<file path="config.mk">
export PLATFORM = sky130hd
export DESIGN_NAME = qvr_sat
export DESIGN_NICKNAME = d
export VERILOG_FILES = /design/src/hdl/qvr_pkg.sv /design/src/hdl/qvr_sat.sv
export SDC_FILE = /design/constraint.sdc
export NUM_CORES = 1
export LEC_CHECK = 0
export BUFFER_PORTS_ARGS = -buffer_cell sky130_fd_sc_hd__buf_4
export CORE_MARGIN = 10
export CORE_UTILIZATION = 41
export CTS_CLUSTER_DIAMETER = 30
export DETAILED_ROUTE_END_ITERATION = 8
export PLACE_DENSITY = 0.88
export SLEW_MARGIN = 20
export SYNTH_ARGS = -nofsm -noshare
export SYNTH_HDL_FRONTEND = slang
export SYNTH_SLANG_ARGS = --single-unit
export TNS_END_PERCENT = 30
</file>
<file path="constraint.sdc">
create_clock -name clk -period 5.7 [get_ports clk]
set_input_delay 0.285 -clock clk [delete_from_list [all_inputs] [get_ports clk]]
set_output_delay 0.285 -clock clk [all_outputs]
set_load 0.02 [all_outputs]
</file>
<file path="src/hdl/qvr_pkg.sv">
// ----------------------------------------------------------------------------
// Quaternion vector rotation package
// Shared widths, defaults and types for the quaternion rotation pipeline.
// ----------------------------------------------------------------------------
package qvr_pkg;

    // Quaternion components are fixed 16-bit signed values.
    localparam int QUAT_W = 16;

    // Default fraction bits of the quaternion and default vector width.
    localparam int QUAT_FRAC_BITS_DEF = 14;
    localparam int VEC_WIDTH_DEF      = 24;

    // Width of one quaternion component product.
    localparam int PQ_W = 2 * QUAT_W;

    // A rotation matrix coefficient is a sum of products, doubled; two
    // extra bits hold it exactly.
    localparam int COEF_W = PQ_W + 2;

    // Three vector axes and a 3x3 coefficient matrix, stored row-major.
    localparam int NUM_AXES = 3;
    localparam int NUM_COEF = NUM_AXES * NUM_AXES;

    typedef struct packed {
        logic signed [QUAT_W-1:0] x;
        logic signed [QUAT_W-1:0] y;
        logic signed [QUAT_W-1:0] z;
        logic signed [QUAT_W-1:0] w;
    } quat_t;

    // All ten distinct pairwise component products.
    typedef struct packed {
        logic signed [PQ_W-1:0] xx;
        logic signed [PQ_W-1:0] yy;
        logic signed [PQ_W-1:0] zz;
        logic signed [PQ_W-1:0] ww;
        logic signed [PQ_W-1:0] xy;
        logic signed [PQ_W-1:0] xz;
        logic signed [PQ_W-1:0] yz;
        logic signed [PQ_W-1:0] wx;
        logic signed [PQ_W-1:0] wy;
        logic signed [PQ_W-1:0] wz;
    } quat_prod_t;

    typedef logic signed [COEF_W-1:0] coef_t;

endpackage

</file>
<file path="src/hdl/qvr_sat.sv">
// ----------------------------------------------------------------------------
// Rounding shift and saturation stage
// Drops the quaternion fraction bits, clamps each axis to the vector width,
// and holds the result in the output register until it is taken.
// ----------------------------------------------------------------------------
module qvr_sat #(
    parameter int VEC_WIDTH      = qvr_pkg::VEC_WIDTH_DEF,
    parameter int QUAT_FRAC_BITS = qvr_pkg::QUAT_FRAC_BITS_DEF,
    parameter int SUM_W          = qvr_pkg::COEF_W + VEC_WIDTH + 3
) (
    input  logic                        clk,
    input  logic                        rst_n,

    input  logic                        up_valid,
    output logic                        up_ready,
    input  logic signed [SUM_W-1:0]     sum [qvr_pkg::NUM_AXES],

    output logic                        dn_valid,
    input  logic                        dn_ready,
    output logic signed [VEC_WIDTH-1:0] rot [qvr_pkg::NUM_AXES],
    output logic                        overflow
);

    localparam int NUM_AXES = qvr_pkg::NUM_AXES;

    localparam logic signed [SUM_W-1:0] ONE   = {{(SUM_W-1){1'b0}}, 1'b1};
    localparam logic signed [SUM_W-1:0] MAX_V = (ONE <<< (VEC_WIDTH - 1)) - ONE;
    localparam logic signed [SUM_W-1:0] MIN_V = -(ONE <<< (VEC_WIDTH - 1));

    logic                        s6_valid_reg;
    logic                        s6_en;
    logic signed [VEC_WIDTH-1:0] rot_reg  [NUM_AXES];
    logic signed [VEC_WIDTH-1:0] rot_next [NUM_AXES];
    logic                        ovf_reg;
    logic                        ovf_next;

    assign s6_en    = !s6_valid_reg || dn_ready;
    assign up_ready = s6_en;

    // Shift out the fraction bits, then clamp to the signed output range.
    always_comb
    begin
        logic signed [SUM_W-1:0] sh;
        ovf_next = 1'b0;
        for (int r = 0; r < NUM_AXES; r++)
        begin
            sh = sum[r] >>> (2 * QUAT_FRAC_BITS);
            if (sh > MAX_V)
            begin
                rot_next[r] = MAX_V[VEC_WIDTH-1:0];
                ovf_next    = 1'b1;
            end
            else if (sh < MIN_V)
            begin
                rot_next[r] = MIN_V[VEC_WIDTH-1:0];
                ovf_next    = 1'b1;
            end
            else
            begin
                rot_next[r] = sh[VEC_WIDTH-1:0];
            end
        end
    end

    always_ff @(posedge clk or negedge rst_n)
    begin
        if (!rst_n)
        begin
            s6_valid_reg <= 1'b0;
        end
        else if (s6_en)
        begin
            s6_valid_reg <= up_valid;
        end
    end

    always_ff @(posedge clk)
    begin
        if (s6_en && up_valid)
        begin
            rot_reg <= rot_next;
            ovf_reg <= ovf_next;
        end
    end

    assign dn_valid = s6_valid_reg;
    assign rot      = rot_reg;
    assign overflow = ovf_reg;

endmodule

</file>
# == Word-level counts from Yosys, hierarchy flattened ==
# Cells that the tools add are included.
# totals
word_cells,19
inputBits,187
out_inout_bits,75
register_bits,74
# classes
muxes,4
reduce_logical,4
magnitude_cmp,6
# op_table
op,count
33-bit by 24-bit greater-than comparator with 1-bit output (second input constant),3
33-bit by 24-bit less-than comparator with 1-bit output (second input constant),3
24-bit two-way mux,3
5-bit OR reduction,1
1-bit logical AND,1
1-bit zero test,1
1-bit logical OR,1
1-bit two-way mux,1

# == Longest topological paths before layout ==
# Gate-level depths: netlist of run 1.
# depth
word_depth,3
depth_mapped,5

# == Worst setup path after synthesis of run 1 ==
# OpenSTA, ideal clock, no wires.
# synth_path
path_type,register to register
from,register s6_valid_reg (netlist: dn_valid)
to,register ovf_reg (netlist: overflow) (enable)
setup_slack_ns,2.808
stages_incl_launch_ff,3
t_required_ns,5.261
n_path_buf,0
arrival_time_ns,2.453
path_cell_list,dfrtp_1 nand2b_1 and2_1
# synth_via
elab_chain_cells,3
# synth_lines
element,line_no,rtl
start: declaration,qvr_sat.sv:30,logic s6_valid_reg;
start signal: assignment,qvr_sat.sv:73,s6_valid_reg <= up_valid;
1-bit zero test,qvr_sat.sv:37,assign s6_en = !s6_valid_reg || dn_ready;
1-bit logical OR,qvr_sat.sv:37,
via up_ready,qvr_sat.sv:15,"output logic up_ready,"
1-bit logical AND,qvr_sat.sv:79,if (s6_en && up_valid)
end signal: assignment,qvr_sat.sv:82,ovf_reg <= ovf_next;
end: declaration,qvr_sat.sv:34,logic ovf_reg;
# The timed path passes the listed nets, and every way through them passes these cells.
# A chain may end at the register's enable or synchronous reset.

# == Final worst setup path of run 1 ==
# layout_path
from,register s6_valid_reg (netlist: dn_valid)
to,"register rot_reg, in the netlist rot[12] (enable)"
# layout_via
elab_chain_cells,3
# layout_lines
element,line_no,rtl
1-bit zero test,qvr_sat.sv:37,
1-bit logical OR,qvr_sat.sv:37,
1-bit logical AND,qvr_sat.sv:79,
end signal: assignment,qvr_sat.sv:81,rot_reg <= rot_next;
end: declaration,qvr_sat.sv:32,logic signed [VEC_WIDTH-1:0] rot_reg [NUM_AXES];
# Every way passes these cells.

==> metrics.md, run 1 <==
| Metric | Value |
|---|---|
| Worst-Skew Late Latency | `about 0.32 ns` |
| Post-synthesis register bit count | `74` |
| # diodes | `0` |
| Net Switching | `a little over 0.3 mW` |
| Max Root-Sink Buffers | `2` |
| Max stage delay on crit path | `between 0.7 and 0.8 ns` |
| Register Area | `roughly 2200 um^2` |
| Crit Path Class | `register to register` |
| Worst R2R End | `rot[12]` |
| Worst reg-to-reg path cell count | `2` |
| Clock-pin slew on the worst setup and hold paths | `~0.080 ns` |
| Post-synthesis cell count | `192` |
| Layout Nets | `between 500 and 600` |
| Netlist cell types | `24` |
| Worst clock skew | `0.00840 ns` |
| Remaining antenna violation count | `0` |
| Largest net degree at the start of global routing | `74` |
| Worst Hold End | `dn_valid` |
| Vias in the first global route | `~2,600` |
| Internal power | `just under 1 mW` |
| Num CTS Buffers | `9` |
| Total Routing Usage GR | `14.9%` |
| Share of cells above drive strength 1 | `between 50% and 60%` |
| Hold depth | `2` |
| Min Clock Period, post-route | `1.71 ns` |
| DR WL/cell | `18.9 um` |
| Initial antenna violation count | `0` |
| CTS Sinks | `74` |
| RePlAce Congestion | `0.822` |
| # port buffers | `around 180` |
| Final wirelength | `~9000 um` |
| Tcrit/Tclk final | `a little under a third` |
| Slew Limit Fails | `0` |
| Final setup viols | `0` |
| Hold Violations, Final | `0` |
| Cell count along the critical path | `2` |
| Rel. slew slack | `a little over a third` |
| Syn avg cell area | `between 15 and 20 um^2` |
| Die Ht | `between 100 and 150 um` |
| Clock power frac | `about 34%` |
| Max reg flops | `72` |
| M1 GR Usage | `between 10% and 20%` |
| Met2 usage | `25.1%` |
| Worst reg2reg path startpoint | `dn_valid` |
| Cell area after synthesis | `approximately 3100 um^2` |
| Setup slack after layout | `3.99 ns` |
| Hold_sp | `up_valid` |
| GR Overflow Total | `0` |
| Setup Buffers After CTS | `0` |
| PwrDens | `between 200 and 300 nW/um^2` |
| Pre-antenna DRT Iters | `4` |
| CTS tree | `yes` |
| Sw Share | `a little under a quarter` |
| Routed vias/inst | `slightly below 5` |
| H-tree lvl count | `3` |
| Status | `finished clean` |
| CP required | `approximately 5.7 ns` |
| Sequential power share | `50.1%` |
| Fillers | `555` |
| Met3 usage | `between 8 and 9%` |
| Io pins | `roughly 260` |
| Setup slack, reg-to-reg | `~4 ns` |
| Crit path max-delay cell type | `and2_4` |
| Gr busiest metal | `met2` |
| Fmax | `roughly 580 MHz` |
| Worst setup EP type | `register` |
| Clock root cell | `clkbuf_8` |
| Top cell family by delay on the critical path | `simple AND/OR/NAND/NOR gates` |
| Arrival @ worst endpoint | `between 1.5 and 2 ns` |
| Setup_tns | `0 ns` |
| Syn_nets | `379` |
| CP Max Fanout | `73` |
| Hold Crit Class | `input port to register` |
| Peak supply drop | `about 150 uV` |
| Worst path bufs/invs | `0` |
| Sequential share of the synthesized area | `between 70% and 80%` |
| Total core area | `around 7300 um^2` |
| DP HPWL | `6800 um` |
| Gate power share | `between 10% and 20%` |
| Starting Density | `42.5%` |
| Initial drt markers | `about 70` |
| Core Rows | `31` |
| DIE AREA | `between 10,000 and 15,000 um^2` |
| Synth warnings | `0` |
| RSZ-0062 raised after global routing | `false` |
| Total number of vias | `roughly 2,300` |
| Post-cts resize count | `0` |
| Die W | `about 110 um` |
| Crit-path cells | `nand2b_1 -> and2_4` |
| First-pass GRT wire length | `around 14,000 um` |
| Leakage | `roughly 2 nW` |
| Worst-Margin Slew | `0.958 ns` |
| DP Worst Slack | `between 3 and 4 ns` |
| P&R area growth vs syn | `51.2%` |
| Max cap viols | `0` |
| CTS Hold Bufs | `1` |
| Footprint of the multi-input gates | `796 um^2` |
| Crit path launch type | `register` |
| Remaining DRCs | `0` |
-- metal layers --
metal  routed length, um  vias up
met5                   0        -
met4                  58        0
met2                4400      116
li1                    -     1098
met1                3230     1098
met3                1180        4
-- power groups by stage --
stage | sequential, mW | combinational (mW) | clock (mW)
after global placement | 0.657 | 0.207 | 0
final | 0.646 | 0.211 | 0.431
after CTS | 0.646 | 0.213 | 0.442
after global routing | 0.649 | 0.227 | 0.466
after floorplan | 0.698 | 0.0582 | 0
after detailed placement | 0.658 | 0.212 | 0
-- kinds of logic (layout without fill, tap and decap cells) --
logic type / Yosys count / in the layout / share of synthesized area [%]
AOI/OAI and AO/OA: 77 / 77 / 19.4
buffers and inverters: 15 / 194 / 3.84
DFF: 74 / 74 / 71.6
and+or+nand+nor: 26 / 26 / 5.17
-- how the worst max path moves through the flow --
| stage | slack, ns | to | start |
|---|---|---|---|
| floorplan | 2.81 | overflow | dn_valid |
| global placement | 3.82 | overflow | sum[176] |
| detailed placement | 3.82 | overflow | sum[176] |
| CTS | 3.99 | rot[38] | dn_valid |
| global route | 3.89 | rot[38] | dn_valid |
| finish | 3.99 | rot[12] | dn_valid |
-- cell usage after synthesis, drive strengths merged --
library cell,instances,area [um^2]
and4,2,17.5
nand3,7,35.0
edfxtp,73,2190
clkbuf,3,11.3
a21o,46,345
dfrtp,1,25.0
nor3,3,15.0
o21a,23,173
nor4,3,31.3
a31oi,3,31.3
nand4b,1,8.76
o31ai,1,21.3
o21ai,2,17.5
nand2,1,3.75
and2,1,6.26
nand4,3,18.8
buf,12,108
o22ai,2,12.5
nand2b,2,12.5
nor2,3,11.3
-- metrics by stage --
step | hold slack (ns) | area (um^2) | util [%] | total power, mW | instances
final | 0.159 | 4680 | 64.2 | 1.29 | 470
after floorplan | -0.0106 | 3100 | - | 0.757 | 192
after global placement | 0.0610 | 4440 | 60.9 | 0.864 | 453
after detailed placement | 0.0625 | 4440 | 60.9 | 0.870 | 453
after global routing | 0.141 | 4680 | 64.2 | 1.34 | 470
after CTS | 0.139 | 4660 | 63.9 | 1.30 | 470
-- layout by cell type (no fill, tap or decap), drive strengths merged, types with 3 or more instances in the layout --
master and n:
nor4 3, a31oi 3, nor2 3, buf 177, nand3 7, a21o 46
clkinv 3, nor3 3, clkbuf 10, edfxtp 73, nand4 3, o21a 23
-- worst reg2reg max path: cells and delay by family, from the launching register on --
| kind | cells | cell delay, ns |
|---|---|---|
| flip-flops | 1 | 0.39 |
| AND/OR/NAND/NOR | 2 | 0.91 |
-- cell type report --
class,instances,area share [%]
Clock buffer,10,2.73
Clock inverter,6,1.71
Multi-Input combinational cell,103,17.0
Sequential cell,74,47.3
Tap cell,99,2.64
Timing Repair Buffer,178,28.6
Power figures use the tool's default switching activity.
==> run 2, diff against run 1 <==
--- a/config.mk
+++ b/config.mk
@@ -5,12 +5,13 @@
 export SDC_FILE = /design/constraint.sdc
 export NUM_CORES = 1
 export LEC_CHECK = 0
+export ABC_AREA = 1
 export BUFFER_PORTS_ARGS = -buffer_cell sky130_fd_sc_hd__buf_4
 export CORE_MARGIN = 10
-export CORE_UTILIZATION = 41
+export CORE_UTILIZATION = 39
 export CTS_CLUSTER_DIAMETER = 30
 export DETAILED_ROUTE_END_ITERATION = 8
-export PLACE_DENSITY = 0.88
+export PLACE_DENSITY = 0.84
 export SLEW_MARGIN = 20
 export SYNTH_ARGS = -nofsm -noshare
 export SYNTH_HDL_FRONTEND = slang
==> constraint.sdc (replaced) <==
create_clock -name clk -period 1.75 [get_ports clk]
set_input_delay 0.0875 -clock clk [delete_from_list [all_inputs] [get_ports clk]]
set_output_delay 0.0875 -clock clk [all_outputs]
set_load 0.02 [all_outputs]
==> run 2 against run 1 <==
Final cell count grew 26%. Clock skew up 0.0014 ns. Sequential cell count stayed put. Die area up 5.5%. Non-clock buffer count is 21 higher. Maximum frequency up 30%. Synthesized area increased by 1.6%. Final area rose by 6.0%. First-iteration DRC count rose by 110%. Sequential power rose to 3.3 times the previous value. Critical endpoint is now rot[39].
==> metrics.md, run 2 <==
| Metric | Value |
|---|---|
| DP HPWL | `7000 um` |
| Post-synthesis mux area share | `0%` |
| Layout Nets | `670` |
| Total core area | `7810 um^2` |
| Worst setup EP type | `register` |
| GR Overflow Total | `0` |
| Post-synthesis register bit count | `74` |
| Rel. slew slack | `about 71%` |
| Total Routing Usage GR | `about 15%` |
| Peak supply drop | `between 400 and 500 uV` |
| Crit path launch type | `register` |
| DIE AREA | `approximately 12,000 um^2` |
| H-tree lvl count | `3` |
| Hold Violations, Final | `0` |
| Tcrit/Tclk final | `between 70% and 80%` |
| Setup slack after layout | `approximately 0.43 ns` |
| Post-cts resize count | `0` |
| Worst-Margin Slew | `~0.44 ns` |
| Starting Density | `a little over 40%` |
| Worst clock skew | `a little under 0.01 ns` |
| First-pass GRT wire length | `around 14,000 um` |
| Cell area after synthesis | `roughly 3100 um^2` |
| Status | `finished clean` |
| Most common flop cell mapped by yosys | `edfxtp_1` |
| CTS Hold Bufs | `16` |
| Commonest non-fill, non-tap cell in the layout | `buf_4` |
| CP Max Fanout | `73` |
| DP Worst Slack | `~0.4 ns` |
| Routed vias/inst | `around 4.5` |
| Syn avg cell area | `approximately 11 um^2` |
| Async S/R FF share, synth | `about 1.4%` |
| # port buffers | `between 150 and 200` |
| Setup Buffers After CTS | `0` |
| Total number of vias | `roughly 2,700` |
| Commonest non-fill, non-tap cells in the layout | `buf_4 (181), nand2_1 (158), edfxtp_1 (73), nor2_1 (19), dlygate4sd3_1 (17)` |
| Crit-path cells | `a21oi_4 -> buf_12` |
| Post-synthesis compound-gate area fraction | `less than 1%` |
| RePlAce Congestion | `0.834` |
| Slew Limit Fails | `0` |
| Core Rows | `32` |
| Crit path max-delay cell type | `dfrtp_2` |
| Max cap viols | `0` |
| Initial antenna violation count | `0` |
| Largest family of logic cells by synthesized area | `simple AND/OR/NAND/NOR gates` |
| Hold Crit Class | `input port to register` |
| Arrival @ worst endpoint | `between 1 and 1.5 ns` |
| Max reg flops | `between 70 and 80` |
| Fmax | `about 760 MHz` |
| Simple-gate portion of the synthesized area | `about a quarter` |
| DR WL/cell | `around 16 um` |
| P&R area growth vs syn | `57.7%` |
| Post-Synth XOR/XNOR Area | `0%` |
| Most numerous cell in the Yosys netlist | `nand2_1` |
| Share of cells above drive strength 1 | `42.4%` |
| PwrDens | `just over 900 nW/um^2` |
| Top cell family by delay on the critical path | `flip-flops` |
| Pre-antenna DRT Iters | `4` |
| CP required | `1.74 ns` |
| Final wirelength | `9240 um` |
| Die Ht | `about 110 um` |
| Die W | `approximately 110 um` |
| CTS tree | `yes` |
| Synth Area in Adders | `0%` |
| Num CTS Buffers | `9` |
| Max Root-Sink Buffers | `2` |
| Leakage | `roughly 2.3 nW` |
| Clock root cell | `clkbuf_8` |
| Min Clock Period, post-route | `around 1.3 ns` |
| Setup_tns | `0 ns` |
| Clock-pin slew on the worst setup and hold paths | `around 0.080 ns` |
| Post-synth top cells | `nand2_1 (158), edfxtp_1 (73), nor2_1 (19), buf_6 (10)` |
| Cell accounting for the most synthesized area | `edfxtp_1` |
| Worst-Skew Late Latency | `roughly 0.33 ns` |
| Max stage delay on crit path | `around 0.44 ns` |
| Netlist cell types | `16` |
| Remaining DRCs | `0` |
| Sequential share of the synthesized area | `70.5%` |
| Post-synthesis cell count | `between 200 and 300` |
| Remaining antenna violation count | `0` |
| Syn_nets | `around 480` |
| Initial drt markers | `146` |
| Crit Path Class | `register to register` |
| Io pins | `262` |
| Fin util | `63.6%` |
| Synth warnings | `0` |
| # diodes | `0` |
| Synth area leaders | `edfxtp_1 (70%), nand2_1 (19%), buf_6 (3.6%), nor2_1 (2.3%), nand3_1 (0.95%)` |
| Post-synth EDFFs | `73` |
| Largest net degree at the start of global routing | `74` |
| Share of the synthesized area in the top cell type | `between 60% and 70%` |
| RSZ-0062 raised after global routing | `false` |
| Worst path bufs/invs | `1` |
| CTS Sinks | `74` |
| Final setup viols | `0` |
| Vias in the first global route | `2,750` |
[run 2: cell types whose count changed after synthesis, moves of 3 or more]
cell and delta:
nand2_2 +4, nand2_1 +157, a21o_1 -46, nor2_1 +16, buf_6 +4, o21a_1 -23, nand4_1 -3, inv_1 +6
[run 2: layout make-up]
class,instances,area (um^2)
fill,590,2850
sequential,74,2220
timing repair buffer,199,1550
multi-input combinational,192,774
clock inverter,6,138
clock buffer,10,128
tap,102,128
inverter,7,27.5
[run 2: logic make-up after synthesis]
group / Yosys count
flip-flops: 74
AND/OR/NAND/NOR: 190
AO/OA/AOI/OAI: 2
buffers and inverters: 22
[run 2: layer usage]
metal,track usage [%],vias up,wire length (um)
li1,-,1320,-
met1,15.8,1207,3210
met2,24.9,126,4680
met3,6.38,17,1150
met4,6.97,0,201
met5,0,-,0
[run 2: report_power, final]
part	internal, mW	leakage [nW]	switching (mW)
Clock	1.10	0.131	0.638
Sequential	2.07	0.684	0.0275
Combinational	0.344	1.44	0.369
Total	3.52	2.25	1.03
[run 2: stage by stage]
| stage | total power, mW | area, um^2 | hold WS (ns) | instances |
|---|---|---|---|---|
| 2_1_floorplan | 2.46 | 3160 | -0.208 | 288 |
| 3_3_place_gp | 2.81 | 4530 | -0.136 | 557 |
| 3_5_place_dp | 2.83 | 4530 | -0.136 | 557 |
| 4_1_cts | 4.61 | 4950 | 0.00120 | 589 |
| 5_1_grt | 4.75 | 4960 | 0.00109 | 590 |
| 6_report | 4.55 | 4960 | 0.0191 | 590 |
[run 2: worst min-delay path, delay by kind of cell]
family | cells | cell delay [ns]
simple gates | 2 | 0.09
buf+inv | 1 | 0.08
[run 2: worst paths after layout]
kind	endpoint	cells after the start	from	slack (ns)
setup / recovery	rot[39]	2	dn_valid	0.43
min in group asynchronous	dn_valid	2	rst_n	0.05
hold / removal	rot[60]	3	sum[162]	0.02
max in group asynchronous	dn_valid	2	rst_n	1.61
setup reg to reg	rot[39]	2	dn_valid	0.43
hold reg to reg	dn_valid	2	dn_valid	0.57
